--- src/rtl/upd_pkg.sv ---
// ----------------------------------------------------------------------------
// URL percent decoder package
// Shared types, character constants and hex helpers for the decoder.
// ----------------------------------------------------------------------------
package upd_pkg;

    // Default sizes handed to the top level.
    localparam int LENGTH_BITS_DEF = 16;
    localparam int FIFO_DEPTH_DEF  = 4;
    localparam int LIMIT_W         = 16;
    localparam int OUT_LEN_W       = 16;

    // Reset value of the output limit register.
    localparam logic [LIMIT_W-1:0] LIMIT_RESET = 16'd256;

    // Characters the decoder recognizes.
    localparam logic [7:0] CH_PLUS    = 8'h2B;
    localparam logic [7:0] CH_PERCENT = 8'h25;
    localparam logic [7:0] CH_SPACE   = 8'h20;
    localparam logic [7:0] CH_ZERO    = 8'h30;
    localparam logic [7:0] CH_NINE    = 8'h39;
    localparam logic [7:0] CH_LOW_A   = 8'h61;
    localparam logic [7:0] CH_LOW_F   = 8'h66;
    localparam logic [7:0] CH_UP_A    = 8'h41;
    localparam logic [7:0] CH_UP_F    = 8'h46;
    localparam logic [3:0] DIGIT_BASE_LETTER = 4'd10;

    typedef logic [7:0] t_byte;

    // Input request payload.
    typedef struct packed {
        t_byte in_byte;
        logic  in_last;
    } t_in;

    // Output request payload.
    typedef struct packed {
        t_byte                out_byte;
        logic                 has_byte;
        logic                 out_last;
        logic [OUT_LEN_W-1:0] out_length;
        logic                 truncated;
    } t_out;

    // One classified input byte: up to three candidate characters.
    typedef struct packed {
        logic [2:0][7:0] chars;
        logic [1:0]      count;
        logic            last;
    } t_entry;

    // Escape sequence progress.
    typedef enum logic [1:0] {
        PH_IDLE  = 2'd0,
        PH_PCT   = 2'd1,
        PH_DIGIT = 2'd2
    } t_phase;

    // True when the character is a hex digit of either case.
    function automatic logic is_hex(t_byte c);
        return ((c >= CH_ZERO) && (c <= CH_NINE)) ||
               ((c >= CH_LOW_A) && (c <= CH_LOW_F)) ||
               ((c >= CH_UP_A) && (c <= CH_UP_F));
    endfunction

    // Nibble value of a hex digit character.
    function automatic logic [3:0] hex_nibble(t_byte c);
        logic [3:0] v;
        if ((c >= CH_ZERO) && (c <= CH_NINE)) begin
            v = c[3:0];
        end else if ((c >= CH_LOW_A) && (c <= CH_LOW_F)) begin
            v = 4'(c - CH_LOW_A) + DIGIT_BASE_LETTER;
        end else if ((c >= CH_UP_A) && (c <= CH_UP_F)) begin
            v = 4'(c - CH_UP_A) + DIGIT_BASE_LETTER;
        end else begin
            v = 4'd0;
        end
        return v;
    endfunction

endpackage

--- src/rtl/url_percent_decoder.sv ---
// ----------------------------------------------------------------------------
// URL percent decoder
// Streaming decoder for percent-encoded text with a per-string output limit.
//
// Input requests carry one encoded byte and a flag on the last byte of a
// string; output requests carry one decoded byte (or a bare end marker),
// the running decoded length, the last flag and the truncation flag.
// Both channels use valid/ready. The user must write the limit register
// through i_cfg_we/i_cfg_data only while the block is idle; the block
// itself does not enforce this. A front end classifies each byte in the
// cycle it is accepted and places up to three candidate characters in a
// short queue. The back end emits one output request per cycle while its
// output register is free, so with the queue empty an accepted byte is
// written into the queue and then into the output register before output
// valid rises. Input bytes are accepted one per cycle while the queue has
// room; a byte that breaks an escape expands to up to three outputs, which
// the back end emits one by one while the queue absorbs further input. When
// the receiver stalls, the queue fills and input ready drops. Reset empties
// the queue, clears the escape and counters, and sets the output limit to 256.
// ----------------------------------------------------------------------------
module url_percent_decoder #(
    parameter int LENGTH_BITS = upd_pkg::LENGTH_BITS_DEF,
    parameter int FIFO_DEPTH  = upd_pkg::FIFO_DEPTH_DEF
) (
    input  logic                        i_clk,
    input  logic                        i_rst_n,
    input  logic                        i_cfg_we,
    input  logic [upd_pkg::LIMIT_W-1:0] i_cfg_data,
    input  logic                        i_in_valid,
    output logic                        o_in_ready,
    input  upd_pkg::t_in                i_in_data,
    output logic                        o_out_valid,
    input  logic                        i_out_ready,
    output upd_pkg::t_out               o_out_data
);

    logic            w_q_full, w_q_push, w_q_pop, w_head_valid;
    upd_pkg::t_entry w_q_data, w_head;

    // Byte classification and escape tracking.
    upd_front u_front (
        .i_clk    (i_clk),
        .i_rst_n  (i_rst_n),
        .i_valid  (i_in_valid),
        .i_data   (i_in_data),
        .o_ready  (o_in_ready),
        .i_q_full (w_q_full),
        .o_q_push (w_q_push),
        .o_q_data (w_q_data)
    );

    // Queue between classification and emission.
    upd_fifo #(
        .DEPTH (FIFO_DEPTH)
    ) u_fifo (
        .i_clk        (i_clk),
        .i_rst_n      (i_rst_n),
        .i_push       (w_q_push),
        .i_push_data  (w_q_data),
        .o_full       (w_q_full),
        .i_pop        (w_q_pop),
        .o_head_valid (w_head_valid),
        .o_head       (w_head)
    );

    // Limit handling and output.
    upd_back #(
        .LENGTH_BITS (LENGTH_BITS)
    ) u_back (
        .i_clk        (i_clk),
        .i_rst_n      (i_rst_n),
        .i_cfg_we     (i_cfg_we),
        .i_cfg_data   (i_cfg_data),
        .i_head_valid (w_head_valid),
        .i_head       (w_head),
        .o_pop        (w_q_pop),
        .o_valid      (o_out_valid),
        .i_ready      (i_out_ready),
        .o_data       (o_out_data)
    );

endmodule

--- src/rtl/upd_front.sv ---
// ----------------------------------------------------------------------------
// URL percent decoder front end
// Accepts encoded bytes, tracks escape progress and produces the list of
// candidate output characters for each byte.
// ----------------------------------------------------------------------------
module upd_front (
    input  logic            i_clk,
    input  logic            i_rst_n,
    input  logic            i_valid,
    input  upd_pkg::t_in    i_data,
    output logic            o_ready,
    input  logic            i_q_full,
    output logic            o_q_push,
    output upd_pkg::t_entry o_q_data
);

    upd_pkg::t_phase r_phase, n_phase, w_phase_mid;
    upd_pkg::t_byte  r_held, n_held, w_held_mid;
    logic            w_accept;
    logic            w_hex;
    upd_pkg::t_entry w_entry;

    // Append one character to a candidate list.
    function automatic upd_pkg::t_entry add_char(upd_pkg::t_entry e, upd_pkg::t_byte c);
        e.chars[e.count] = c;
        e.count          = e.count + 2'd1;
        return e;
    endfunction

    assign o_ready  = !i_q_full;
    assign w_accept = i_valid && !i_q_full;
    assign w_hex    = upd_pkg::is_hex(i_data.in_byte);

    // Next escape phase and held digit.
    always_comb begin
        w_phase_mid = r_phase;
        w_held_mid  = r_held;
        case (r_phase)
            upd_pkg::PH_PCT: begin
                if (w_hex) begin
                    w_phase_mid = upd_pkg::PH_DIGIT;
                    w_held_mid  = i_data.in_byte;
                end else if (i_data.in_byte == upd_pkg::CH_PERCENT) begin
                    w_phase_mid = upd_pkg::PH_PCT;
                end else begin
                    w_phase_mid = upd_pkg::PH_IDLE;
                end
            end
            upd_pkg::PH_DIGIT: begin
                if (!w_hex && (i_data.in_byte == upd_pkg::CH_PERCENT)) begin
                    w_phase_mid = upd_pkg::PH_PCT;
                end else begin
                    w_phase_mid = upd_pkg::PH_IDLE;
                end
            end
            default: begin
                if (i_data.in_byte == upd_pkg::CH_PERCENT) begin
                    w_phase_mid = upd_pkg::PH_PCT;
                end else begin
                    w_phase_mid = upd_pkg::PH_IDLE;
                end
            end
        endcase

        n_phase = r_phase;
        n_held  = r_held;
        if (w_accept) begin
            if (i_data.in_last) begin
                n_phase = upd_pkg::PH_IDLE;
                n_held  = '0;
            end else begin
                n_phase = w_phase_mid;
                n_held  = w_held_mid;
            end
        end
    end

    // Candidate characters for the accepted byte.
    always_comb begin
        w_entry      = '0;
        w_entry.last = i_data.in_last;
        case (r_phase)
            upd_pkg::PH_PCT: begin
                if (!w_hex) begin
                    w_entry = add_char(w_entry, upd_pkg::CH_PERCENT);
                    if (i_data.in_byte == upd_pkg::CH_PLUS) begin
                        w_entry = add_char(w_entry, upd_pkg::CH_SPACE);
                    end else if (i_data.in_byte != upd_pkg::CH_PERCENT) begin
                        w_entry = add_char(w_entry, i_data.in_byte);
                    end
                end
            end
            upd_pkg::PH_DIGIT: begin
                if (w_hex) begin
                    w_entry = add_char(w_entry, {upd_pkg::hex_nibble(r_held),
                                                 upd_pkg::hex_nibble(i_data.in_byte)});
                end else begin
                    w_entry = add_char(w_entry, upd_pkg::CH_PERCENT);
                    w_entry = add_char(w_entry, r_held);
                    if (i_data.in_byte == upd_pkg::CH_PLUS) begin
                        w_entry = add_char(w_entry, upd_pkg::CH_SPACE);
                    end else if (i_data.in_byte != upd_pkg::CH_PERCENT) begin
                        w_entry = add_char(w_entry, i_data.in_byte);
                    end
                end
            end
            default: begin
                if (i_data.in_byte == upd_pkg::CH_PLUS) begin
                    w_entry = add_char(w_entry, upd_pkg::CH_SPACE);
                end else if (i_data.in_byte != upd_pkg::CH_PERCENT) begin
                    w_entry = add_char(w_entry, i_data.in_byte);
                end
            end
        endcase

        // A string that ends inside an escape gives the escape back literally.
        if (i_data.in_last) begin
            if (w_phase_mid == upd_pkg::PH_PCT) begin
                w_entry = add_char(w_entry, upd_pkg::CH_PERCENT);
            end else if (w_phase_mid == upd_pkg::PH_DIGIT) begin
                w_entry = add_char(w_entry, upd_pkg::CH_PERCENT);
                w_entry = add_char(w_entry, w_held_mid);
            end
        end
    end

    // Bytes that produce nothing and do not end a string need no queue slot.
    assign o_q_data = w_entry;
    assign o_q_push = w_accept && ((w_entry.count != 2'd0) || w_entry.last);

    always_ff @(posedge i_clk) begin
        if (!i_rst_n) begin
            r_phase <= upd_pkg::PH_IDLE;
            r_held  <= '0;
        end else begin
            r_phase <= n_phase;
            r_held  <= n_held;
        end
    end

endmodule

--- src/rtl/upd_fifo.sv ---
// ----------------------------------------------------------------------------
// URL percent decoder queue
// Short first-in first-out queue between the front end and the back end.
// ----------------------------------------------------------------------------
module upd_fifo #(
    parameter int DEPTH = upd_pkg::FIFO_DEPTH_DEF
) (
    input  logic            i_clk,
    input  logic            i_rst_n,
    input  logic            i_push,
    input  upd_pkg::t_entry i_push_data,
    output logic            o_full,
    input  logic            i_pop,
    output logic            o_head_valid,
    output upd_pkg::t_entry o_head
);

    localparam int PTR_W = (DEPTH > 1) ? $clog2(DEPTH) : 1;
    localparam int CNT_W = $clog2(DEPTH + 1);
    localparam logic [PTR_W-1:0] LAST_PTR = PTR_W'(DEPTH - 1);
    localparam logic [CNT_W-1:0] FULL_CNT = CNT_W'(DEPTH);

    upd_pkg::t_entry  r_mem [DEPTH];
    logic [PTR_W-1:0] r_wr, n_wr, r_rd, n_rd;
    logic [CNT_W-1:0] r_cnt, n_cnt;
    logic             w_do_push, w_do_pop;

    assign o_full       = (r_cnt == FULL_CNT);
    assign o_head_valid = (r_cnt != '0);
    assign o_head       = r_mem[r_rd];
    assign w_do_push    = i_push && !o_full;
    assign w_do_pop     = i_pop && o_head_valid;

    // Pointer and fill count updates.
    always_comb begin
        n_wr  = r_wr;
        n_rd  = r_rd;
        n_cnt = r_cnt;
        if (w_do_push) begin
            n_wr = (r_wr == LAST_PTR) ? '0 : r_wr + PTR_W'(1);
        end
        if (w_do_pop) begin
            n_rd = (r_rd == LAST_PTR) ? '0 : r_rd + PTR_W'(1);
        end
        if (w_do_push && !w_do_pop) begin
            n_cnt = r_cnt + CNT_W'(1);
        end else if (!w_do_push && w_do_pop) begin
            n_cnt = r_cnt - CNT_W'(1);
        end
    end

    always_ff @(posedge i_clk) begin
        if (!i_rst_n) begin
            r_wr  <= '0;
            r_rd  <= '0;
            r_cnt <= '0;
        end else begin
            r_wr  <= n_wr;
            r_rd  <= n_rd;
            r_cnt <= n_cnt;
        end
    end

    // Entry storage.
    always_ff @(posedge i_clk) begin
        if (w_do_push) begin
            r_mem[r_wr] <= i_push_data;
        end
    end

endmodule

--- src/rtl/upd_back.sv ---
// ----------------------------------------------------------------------------
// URL percent decoder back end
// Emits queued characters one per cycle while the output register is free,
// applies the output limit and tracks the per-string count and truncation flag.
// ----------------------------------------------------------------------------
module upd_back #(
    parameter int LENGTH_BITS = upd_pkg::LENGTH_BITS_DEF
) (
    input  logic                        i_clk,
    input  logic                        i_rst_n,
    input  logic                        i_cfg_we,
    input  logic [upd_pkg::LIMIT_W-1:0] i_cfg_data,
    input  logic                        i_head_valid,
    input  upd_pkg::t_entry             i_head,
    output logic                        o_pop,
    output logic                        o_valid,
    input  logic                        i_ready,
    output upd_pkg::t_out               o_data
);

    // Compare width covers both the limit register and the counter.
    localparam int CW = (LENGTH_BITS > upd_pkg::LIMIT_W) ? LENGTH_BITS : upd_pkg::LIMIT_W;
    localparam logic [CW-1:0] COUNT_MAX = CW'({LENGTH_BITS{1'b1}});

    logic [upd_pkg::LIMIT_W-1:0] r_limit;
    logic [LENGTH_BITS-1:0]      r_count, n_count;
    logic                        r_ovf, n_ovf;
    logic [1:0]                  r_idx, n_idx;
    logic                        r_out_valid, n_out_valid;
    upd_pkg::t_out               r_out, n_out;

    logic [CW-1:0] w_limit_ext, w_cap, w_count_ext, w_inc_ext;
    logic          w_cap_hit, w_next_hit, w_is_last_idx, w_drop_rest, w_out_free;

    assign w_limit_ext   = CW'(r_limit);
    assign w_cap         = (w_limit_ext < COUNT_MAX) ? w_limit_ext : COUNT_MAX;
    assign w_count_ext   = CW'(r_count);
    assign w_inc_ext     = w_count_ext + CW'(1);
    assign w_cap_hit     = (w_count_ext >= w_cap);
    assign w_next_hit    = (w_inc_ext >= w_cap);
    assign w_is_last_idx = (r_idx == (i_head.count - 2'd1));
    assign w_drop_rest   = w_next_hit && !w_is_last_idx;
    assign w_out_free    = !r_out_valid || i_ready;

    // Emit or drop the character at the current index of the head entry.
    always_comb begin
        o_pop       = 1'b0;
        n_count     = r_count;
        n_ovf       = r_ovf;
        n_idx       = r_idx;
        n_out_valid = r_out_valid && !i_ready;
        n_out       = r_out;
        if (i_head_valid) begin
            if ((i_head.count == 2'd0) || w_cap_hit) begin
                // Nothing left to emit: close the string with a bare end marker, or drop a non-final entry.
                if (i_head.last) begin
                    if (w_out_free) begin
                        o_pop              = 1'b1;
                        n_out_valid        = 1'b1;
                        n_out.out_byte     = '0;
                        n_out.has_byte     = 1'b0;
                        n_out.out_last     = 1'b1;
                        n_out.out_length   = w_count_ext[upd_pkg::OUT_LEN_W-1:0];
                        n_out.truncated    = r_ovf || (i_head.count != 2'd0);
                        n_count            = '0;
                        n_ovf              = 1'b0;
                        n_idx              = '0;
                    end
                end else begin
                    o_pop = 1'b1;
                    n_ovf = 1'b1;
                    n_idx = '0;
                end
            end else if (w_out_free) begin
                n_out_valid      = 1'b1;
                n_out.out_byte   = i_head.chars[r_idx];
                n_out.has_byte   = 1'b1;
                n_out.out_length = w_inc_ext[upd_pkg::OUT_LEN_W-1:0];
                n_out.out_last   = 1'b0;
                n_out.truncated  = r_ovf;
                n_count          = LENGTH_BITS'(w_inc_ext);
                if (w_is_last_idx || w_next_hit) begin
                    // Last character of the entry or last that fits; any rest of the entry is dropped.
                    o_pop = 1'b1;
                    n_idx = '0;
                    n_ovf = r_ovf || w_drop_rest;
                    if (i_head.last) begin
                        n_out.out_last  = 1'b1;
                        n_out.truncated = r_ovf || w_drop_rest;
                        n_count         = '0;
                        n_ovf           = 1'b0;
                    end
                end else begin
                    n_idx = r_idx + 2'd1;
                end
            end
        end
    end

    assign o_valid = r_out_valid;
    assign o_data  = r_out;

    always_ff @(posedge i_clk) begin
        if (!i_rst_n) begin
            r_limit     <= upd_pkg::LIMIT_RESET;
            r_count     <= '0;
            r_ovf       <= 1'b0;
            r_idx       <= '0;
            r_out_valid <= 1'b0;
        end else begin
            if (i_cfg_we) begin
                r_limit <= i_cfg_data;
            end
            r_count     <= n_count;
            r_ovf       <= n_ovf;
            r_idx       <= n_idx;
            r_out_valid <= n_out_valid;
        end
    end

    // Output payload register.
    always_ff @(posedge i_clk) begin
        r_out <= n_out;
    end

endmodule
--- config.mk ---
export PLATFORM = sky130hd
export DESIGN_NAME = url_percent_decoder
export DESIGN_NICKNAME = d
export VERILOG_FILES = /design/src/rtl/upd_pkg.sv /design/src/rtl/url_percent_decoder.sv /design/src/rtl/upd_front.sv /design/src/rtl/upd_fifo.sv /design/src/rtl/upd_back.sv
export SDC_FILE = /design/constraint.sdc
export NUM_CORES = 1
export LEC_CHECK = 0
export BUFFER_PORTS_ARGS = -buffer_cell sky130_fd_sc_hd__buf_2
export CAP_MARGIN = 20
export CORE_ASPECT_RATIO = 0.8
export CORE_UTILIZATION = 55
export DETAILED_ROUTE_END_ITERATION = 12
export GPL_TIMING_DRIVEN = 0
export MAX_ROUTING_LAYER = met4
export PLACE_DENSITY = 0.77
export RECOVER_POWER = 100
export SYNTH_ARGS = -nofsm -noshare
export SYNTH_HDL_FRONTEND = slang
export SYNTH_SLANG_ARGS = --single-unit
--- constraint.sdc ---
create_clock -name i_clk -period 8.9 [get_ports i_clk]
set_input_delay 0.89 -clock i_clk [delete_from_list [all_inputs] [get_ports i_clk]]
set_output_delay 0.89 -clock i_clk [all_outputs]
set_load 0.01 [all_outputs]
## Word-level counts from Yosys, hierarchy flattened

Memories as Yosys holds them, arrays and structs flattened. A register that Yosys moved wholly into a read port is not among the register bits.
Cells that the tools add are included.

| storage, ports and cells | value |
|---|---|
| RAM bits | 108 |
| flip-flop bits (word level) | 80 |
| logic and storage cells | 188 |
| output and inout bits | 29 |
| memories kept | 1 |
| input bits | 30 |

| operators by class | value |
|---|---|
| bitwise gates (word level) | 3 |
| mux-type cells | 77 |
| $lt $le $gt $ge | 20 |
| reduce and logical (&&, ||, !) cells | 42 |
| add/subtract/negate cells | 17 |
| equal/unequal tests | 13 |

Memories:

| name | words | bits a word | rd ports | clocked after Yosys merged registers in | write ports | line | text |
|---|---|---|---|---|---|---|---|
| u_fifo.r_mem | 4 | 27 | 1 | 1 | 1 | upd_fifo.sv:23 | `upd_pkg::t_entry r_mem [DEPTH];` |

Operators with widths:

| kind | count |
|---|---|
| 2-to-1 mux 27 bit | 13 |
| 2-to-1 mux 16 bit | 7 |
| case mux 27 bit (2 select lines) | 1 |
| 2-to-1 mux 8 bit | 6 |
| demux 8 bit (select 2 bit) | 2 |
| greater-or-equal comparator 16 bit | 2 |
| greater-or-equal comparator 8 x 7 -> 1 bit (second input constant) | 4 |
| <= comparator 8 x 7 -> 1 bit (second input constant) | 4 |
| bitwise mux 24 bit | 1 |
| 2-to-1 mux 1 bit | 24 |
| 2-to-1 mux 4 bit | 6 |
| 2-to-1 mux 2 bit | 11 |
| 2-to-1 mux 19 bit | 1 |
| logical AND 1 bit | 17 |
| adder 16 x 1 -> 16 bit (second input constant) | 1 |
| adder 4 bit (second input constant) | 4 |
| binary-select mux 8 bit (select 2 bit) | 1 |
| equality test 8 x 6 -> 1 bit (second input constant) | 2 |
| greater-or-equal comparator 8 x 6 -> 1 bit (second input constant) | 2 |
| <= comparator 8 x 6 -> 1 bit (second input constant) | 2 |
| less-than comparator 16 bit (second input constant) | 1 |
| subtractor 4 x 1 -> 4 bit (second input constant) | 4 |
| AND 15 bit | 1 |
| NOT 15 bit | 1 |
| 24 further kinds | 54 |

## Longest topological paths before layout

| logic depth | value |
|---|---|
| depth in word-level cells | 25 |
| gate-level depth with buffers | 20 |
| gate-level depth less buffers | 19 |

## Cells and area by module

A second synthesis with hierarchy kept.

| second synthesis, totals | value |
|---|---|
| cells, all modules | 852 |
| area total of the unflattened synthesis | 10126.0 sq um |

Modules (own cells, without submodules):

| module | area each (sq um) | sequential area each (sq um) | cells an instance | times used |
|---|---|---|---|---|
| upd_fifo | 4425.5 | 3423.3 | 192 | 1 |
| upd_back | 3915.0 | 1531.5 | 411 | 1 |
| upd_front | 1785.5 | 200.2 | 249 | 1 |

## Worst setup path after synthesis

No wires, ideal clock.

| timing path | value |
|---|---|
| path kind | flip-flop to flip-flop |
| start | register u_back.r_count[0] |
| end | register u_fifo.r_cnt[2] |
| library setup time | 72 ps |
| clock period less this slack | 4585 ps |
| stages on the path, launching flop included | 21 |
| path slack | 4315 ps |
| data arrival time | 4513 ps |
| data required time | 8828 ps |
| path buffers | 1 |
| path through | dfxtp_1 -> ha_1 -> and3_1 -> clkbuf_1 -> nand4_1 -> nor2_1 -> and3_1 -> nand3_1 -> xnor2_1 -> ha_1 -> o21ai_0 -> nor2_1 -> a2111o_1 -> a211o_4 -> o21ai_0 -> ha_1 -> inv_1 -> fa_1 -> xor2_1 -> or3_1 -> a21oi_1 |

| between the ends | value |
|---|---|
| cells in the longest elaborated chain, start to end | 11 |
| elaborated cells between the ends (all ways) | 15 |
| classes of those cells | 1 x add/sub; 2 x order compare; 5 x mux; 7 x reduce/logical |

Ends and longest elaborated chain:

| item | line | text |
|---|---|---|
| from (decl) | upd_back.sv:26 | `logic [LENGTH_BITS-1:0] r_count, n_count;` |
| from (signal assigned) | upd_back.sv:114 | `r_count <= n_count;` |
| adder 16 x 1 -> 16 bit | upd_back.sv:38 | `assign w_inc_ext = w_count_ext + CW'(1);` |
| greater-or-equal comparator 16 bit | upd_back.sv:40 | `assign w_next_hit = (w_inc_ext >= w_cap);` |
| logical OR 1 bit | upd_back.sv:82 | `if (w_is_last_idx \|\| w_next_hit) begin` |
| 2-to-1 mux 1 bit | upd_back.sv:82 |  |
| 2-to-1 mux 1 bit | upd_back.sv:74 | `end else if (w_out_free) begin` |
| 2-to-1 mux 1 bit (*) | upd_back.sv:54 | `if ((i_head.count == 2'd0) \|\| w_cap_hit) begin` |
| 2-to-1 mux 1 bit (*) | upd_back.sv:53 | `if (i_head_valid) begin` |
| logical AND 1 bit (*) | upd_fifo.sv:32 | `assign w_do_pop = i_pop && o_head_valid;` |
| logical NOT 1 bit | upd_fifo.sv:45 | `if (w_do_push && !w_do_pop) begin` |
| logical AND 1 bit | upd_fifo.sv:45 |  |
| 2-to-1 mux 3 bit / nonzero test 2 bit (equally long branches) | -- |  |
| to (signal assigned) | upd_fifo.sv:60 | `r_cnt <= n_cnt;` |
| to (decl) | upd_fifo.sv:25 | `logic [CNT_W-1:0] r_cnt, n_cnt;` |

Every way passes the cells marked *; elsewhere a longest branch is shown, timed or not.
A chain may end at the register's enable or synchronous reset.

## Worst setup path in the final report

| timing path | value |
|---|---|
| start | register u_back.r_count[2] |
| end | register u_fifo.r_cnt[2] |

Same word-level chain as after synthesis.

==> results.ini <==
[power_and_ir_drop]
peakVddDrop_mv=0.139
power.density_mw_per_mm2=234
combinationalPowerShare_pct=24.9
switching_power_w=0.000789
power.clock.fraction_pct=29.3
cell_internal_pwr_w=0.00172
power.share.switching_pct=31.4
p_leak_nw=3.97
seqPwrFrac_pct=45.8

[hold_path]
hold_path_class=flip-flop to flip-flop
hold_crit_start=u_back.r_ovf$_SDFFE_PN0P_
min_path_cells=2
worst_hold_endpoint=u_back.r_ovf$_SDFFE_PN0P_

[critical_path]
critical_path_required_ns=9.27
beginning_of_the_worst_register_to_register_path=u_back.r_count[2]$_SDFFE_PN0P_
worstSetupPathType=flip-flop to flip-flop
crit_fanout=8
timing.reg2reg.setup_slack_ns=3.15
critPathArrivalTime_ns=6.12
worstReg2RegEnd=u_fifo.r_cnt[2]$_SDFFE_PN0P_
worstRegToRegCells=19
setup.worst_path.end_class=flip-flop
critical_path.startpoint_type=flip-flop

[floorplan]
start_util_pct=56.0
floorplan.core_area_mm2=0.0173
row_count=43
die_w_um=151
die_height_um=121
dieArea_mm2=0.0182
design.portCount=59

[synthesis]
post_synth_main_area_contributors=edfxtp_1, dfxtp_1, ha_1
synth_sequential_area_ratio_pct=53.1
netlist-cell-type-count=69
synth_edf_count=135
synth_flop_cell=edfxtp_1
postSynthRegisterBits=190
post-synth-top-area-cell=edfxtp_1
yosys.area.top_type_share_pct=41.8
synth_area_mm2=0.00971
yosysWarningCount=0
syn-num-nets=915
synth_cells=829
synthArstFlopShare_pct=0
avgSynthCellArea_um2=11.7

[timing]
setup_viol_count_final=0
minimum_clock_period_ns=5.75
timing.final.hold_violations=0
timing.setup.tns_ns=0
max_clock_freq_mhz=174
grt_setup_unrepaired=false
timing_max_transition_violations_final=0
timing.clock.skew_ns=0.0106
slew_headroom_pct=3.14
worst_pin_slew_ns=1.45
post-route-period-util_pct=64.6

[routing]
finalWirelength_um=21700
drt-pass1-iter-count=5
route.antenna.remaining_nets=0
dr_total_vias=6805
wl_per_cell_um=19.0
drtIter0Drc=569
vias_per_cell=5.94
route.detailed.drc=0

[place]
dp_hpwl_um=15800
dpl-instance-area_mm2=0.0104
quantity_of_i_o_buffers_inserted_on_ports=55
placed_cells=1113
finalWeightedCongestion=0.963

[clock_network]
htree_num_levels=4
clock_insertion_delay_worst_skew_ns=0.44
number_of_buffers_created_by_cts=17
clock-sinks=190
tritoncts=yes
cts_setup_buffers=0
clock_tree.buffer_depth=2
post_cts_hold_buffer_count=0
cts.clk_slew.worst_paths_ns=0.07
cts_repair_resize_count=0
root_buffer=clkbuf_16

[grt]
first_global_vias=6328
wire_length_of_the_first_global_routing_pass_um=34200
grt_start_max_net_pins=29
grt.total_usage_pct=26.2
met3_usage_pct=6.83
grt_overflow=0
global_route.peak_usage_layer=met1
gr-usage-met1_pct=38.7
number_of_antenna_violations_at_the_first_check_in_global_routing=0
global_route.usage.met2_pct=35.6

[run_status]
outcome=finished, final reports clean

[cells_and_area]
fin_cells=1146
final_cell_mix=edfxtp_1, nor2_1, clkbuf_1
commonest_non_fill_non_tap_cell_in_the_layout=edfxtp_1
insertedDiodeCount=0
design_area_mm2=0.0107
area_growth_pct=10.5
nets=994
finalCoreUtilization_pct=61.9
drive_gt1_share_pct=9.23

[job]
cap_violations=0

## metrics by stage
stage / hold WS (ns) / power, W / setup slack [ns]
2_1_floorplan: 0.431 / 0.00160 / 4.32
3_3_place_gp: 0.451 / 0.00180 / 3.58
3_5_place_dp: 0.458 / 0.00183 / 3.48
4_1_cts: 0.475 / 0.00256 / 3.46
5_1_grt: 0.503 / 0.00264 / 2.81
6_report: 0.473 / 0.00251 / 3.15
## layout make-up
type,instances,area (um^2)
clock inverter,12,130
tap,225,282
timing repair buffer,60,254
fill,1416,6600
sequential,190,5150
inverter,44,165
buffer,40,153
multi-input combinational,555,4150
clock buffer,20,437
## layer usage
metal | vias to the layer above | part of all wire, % | wire length, um
li1 | 3242 | - | -
met1 | 3270 | 47 | 10200
met3 | 35 | 8.7 | 1890
met2 | 258 | 43 | 9380
met4 | 0 | 1.3 | 284
met5 | - | 0 | 0
## registers in the layout, indices dropped and copies added (netlist names), named ones only
signal / flops
u_front.r_phase: 2
u_fifo.r_rd: 2
u_back.o_data: 27
u_fifo.r_wr: 2
u_back.r_count: 16
u_front.r_held: 8
u_back.o_valid: 1
u_fifo.r_cnt: 3
u_back.r_idx: 2
u_fifo.r_mem: 108
u_back.r_ovf: 1
u_back.r_limit: 16
## Yosys cell counts, drive strengths merged, types with 3 or more instances
master,instances
edfxtp,135
nor2,86
nand2,63
dfxtp,55
ha,55
a21oi,43
inv,43
o21ai,32
mux2i,27
mux4,27
clkbuf,25
xnor2,25
nand3,18
a21o,15
buf,15
a22oi,12
nand4,10
a22o,9
nand2b,9
nor3,9
xor2,9
a211oi,7
and2,7
nor2b,7
o22ai,7
o21a,6
or3,6
a32oi,5
and3,5
o21bai,5
o22a,5
a2bb2oi,4
a31oi,4
o211ai,4
o31ai,4
or2,3
## worst max-delay path: stages (launching register included)
cell and delay [ns]:
dfxtp_1 0.34, clkbuf_1 0.30, nand4_1 0.16, nor3_1 0.52, nand3_1 0.39, nor3_1 0.54
nand3_1 0.20, xnor2_1 0.28, ha_1 0.31, o21ai_0 0.08, nor2_1 0.06, a2111o_1 0.41
a211o_1 0.37, o21ai_0 0.37, ha_1 0.25, inv_1 0.06, fa_1 0.38, xor2_1 0.18
or3_1 0.32, a21oi_1 0.14
## power groups by stage
stage / clock network [W] / logic [W] / registers (W)
after floorplan: 0 / 0.000414 / 0.00119
after global placement: 0 / 0.000635 / 0.00116
after global routing: 0.000779 / 0.000695 / 0.00116
final: 0.000735 / 0.000626 / 0.00115
after CTS: 0.000743 / 0.000671 / 0.00115
after detailed placement: 0 / 0.000665 / 0.00117
## worst max path at each step
stage | from | to | slack (ns)
after floorplan | u_back.r_count[0]$_SDFFE_PN0P_ | u_fifo.r_cnt[2]$_SDFFE_PN0P_ | 4.32
after CTS | u_back.r_count[2]$_SDFFE_PN0P_ | u_fifo.r_cnt[2]$_SDFFE_PN0P_ | 3.46
after detailed placement | u_back.r_count[5]$_SDFFE_PN0P_ | u_fifo.r_cnt[2]$_SDFFE_PN0P_ | 3.48
final | u_back.r_count[2]$_SDFFE_PN0P_ | u_fifo.r_cnt[2]$_SDFFE_PN0P_ | 3.15
after global routing | u_back.r_count[2]$_SDFFE_PN0P_ | u_fifo.r_cnt[2]$_SDFFE_PN0P_ | 2.81
after global placement | u_back.r_count[2]$_SDFFE_PN0P_ | u_fifo.r_cnt[2]$_SDFFE_PN0P_ | 3.58
## kinds of logic after synthesis
| logic type | synth area share, % |
|---|---|
| fa+ha+maj | 7.30 |
| xor+xnor | 3.07 |
| flops | 53.1 |
| simple gates | 11.1 |
| buf+inv | 3.44 |
| mux | 9.05 |
| compound gates | 12.9 |
Power figures use the tool's default switching activity.
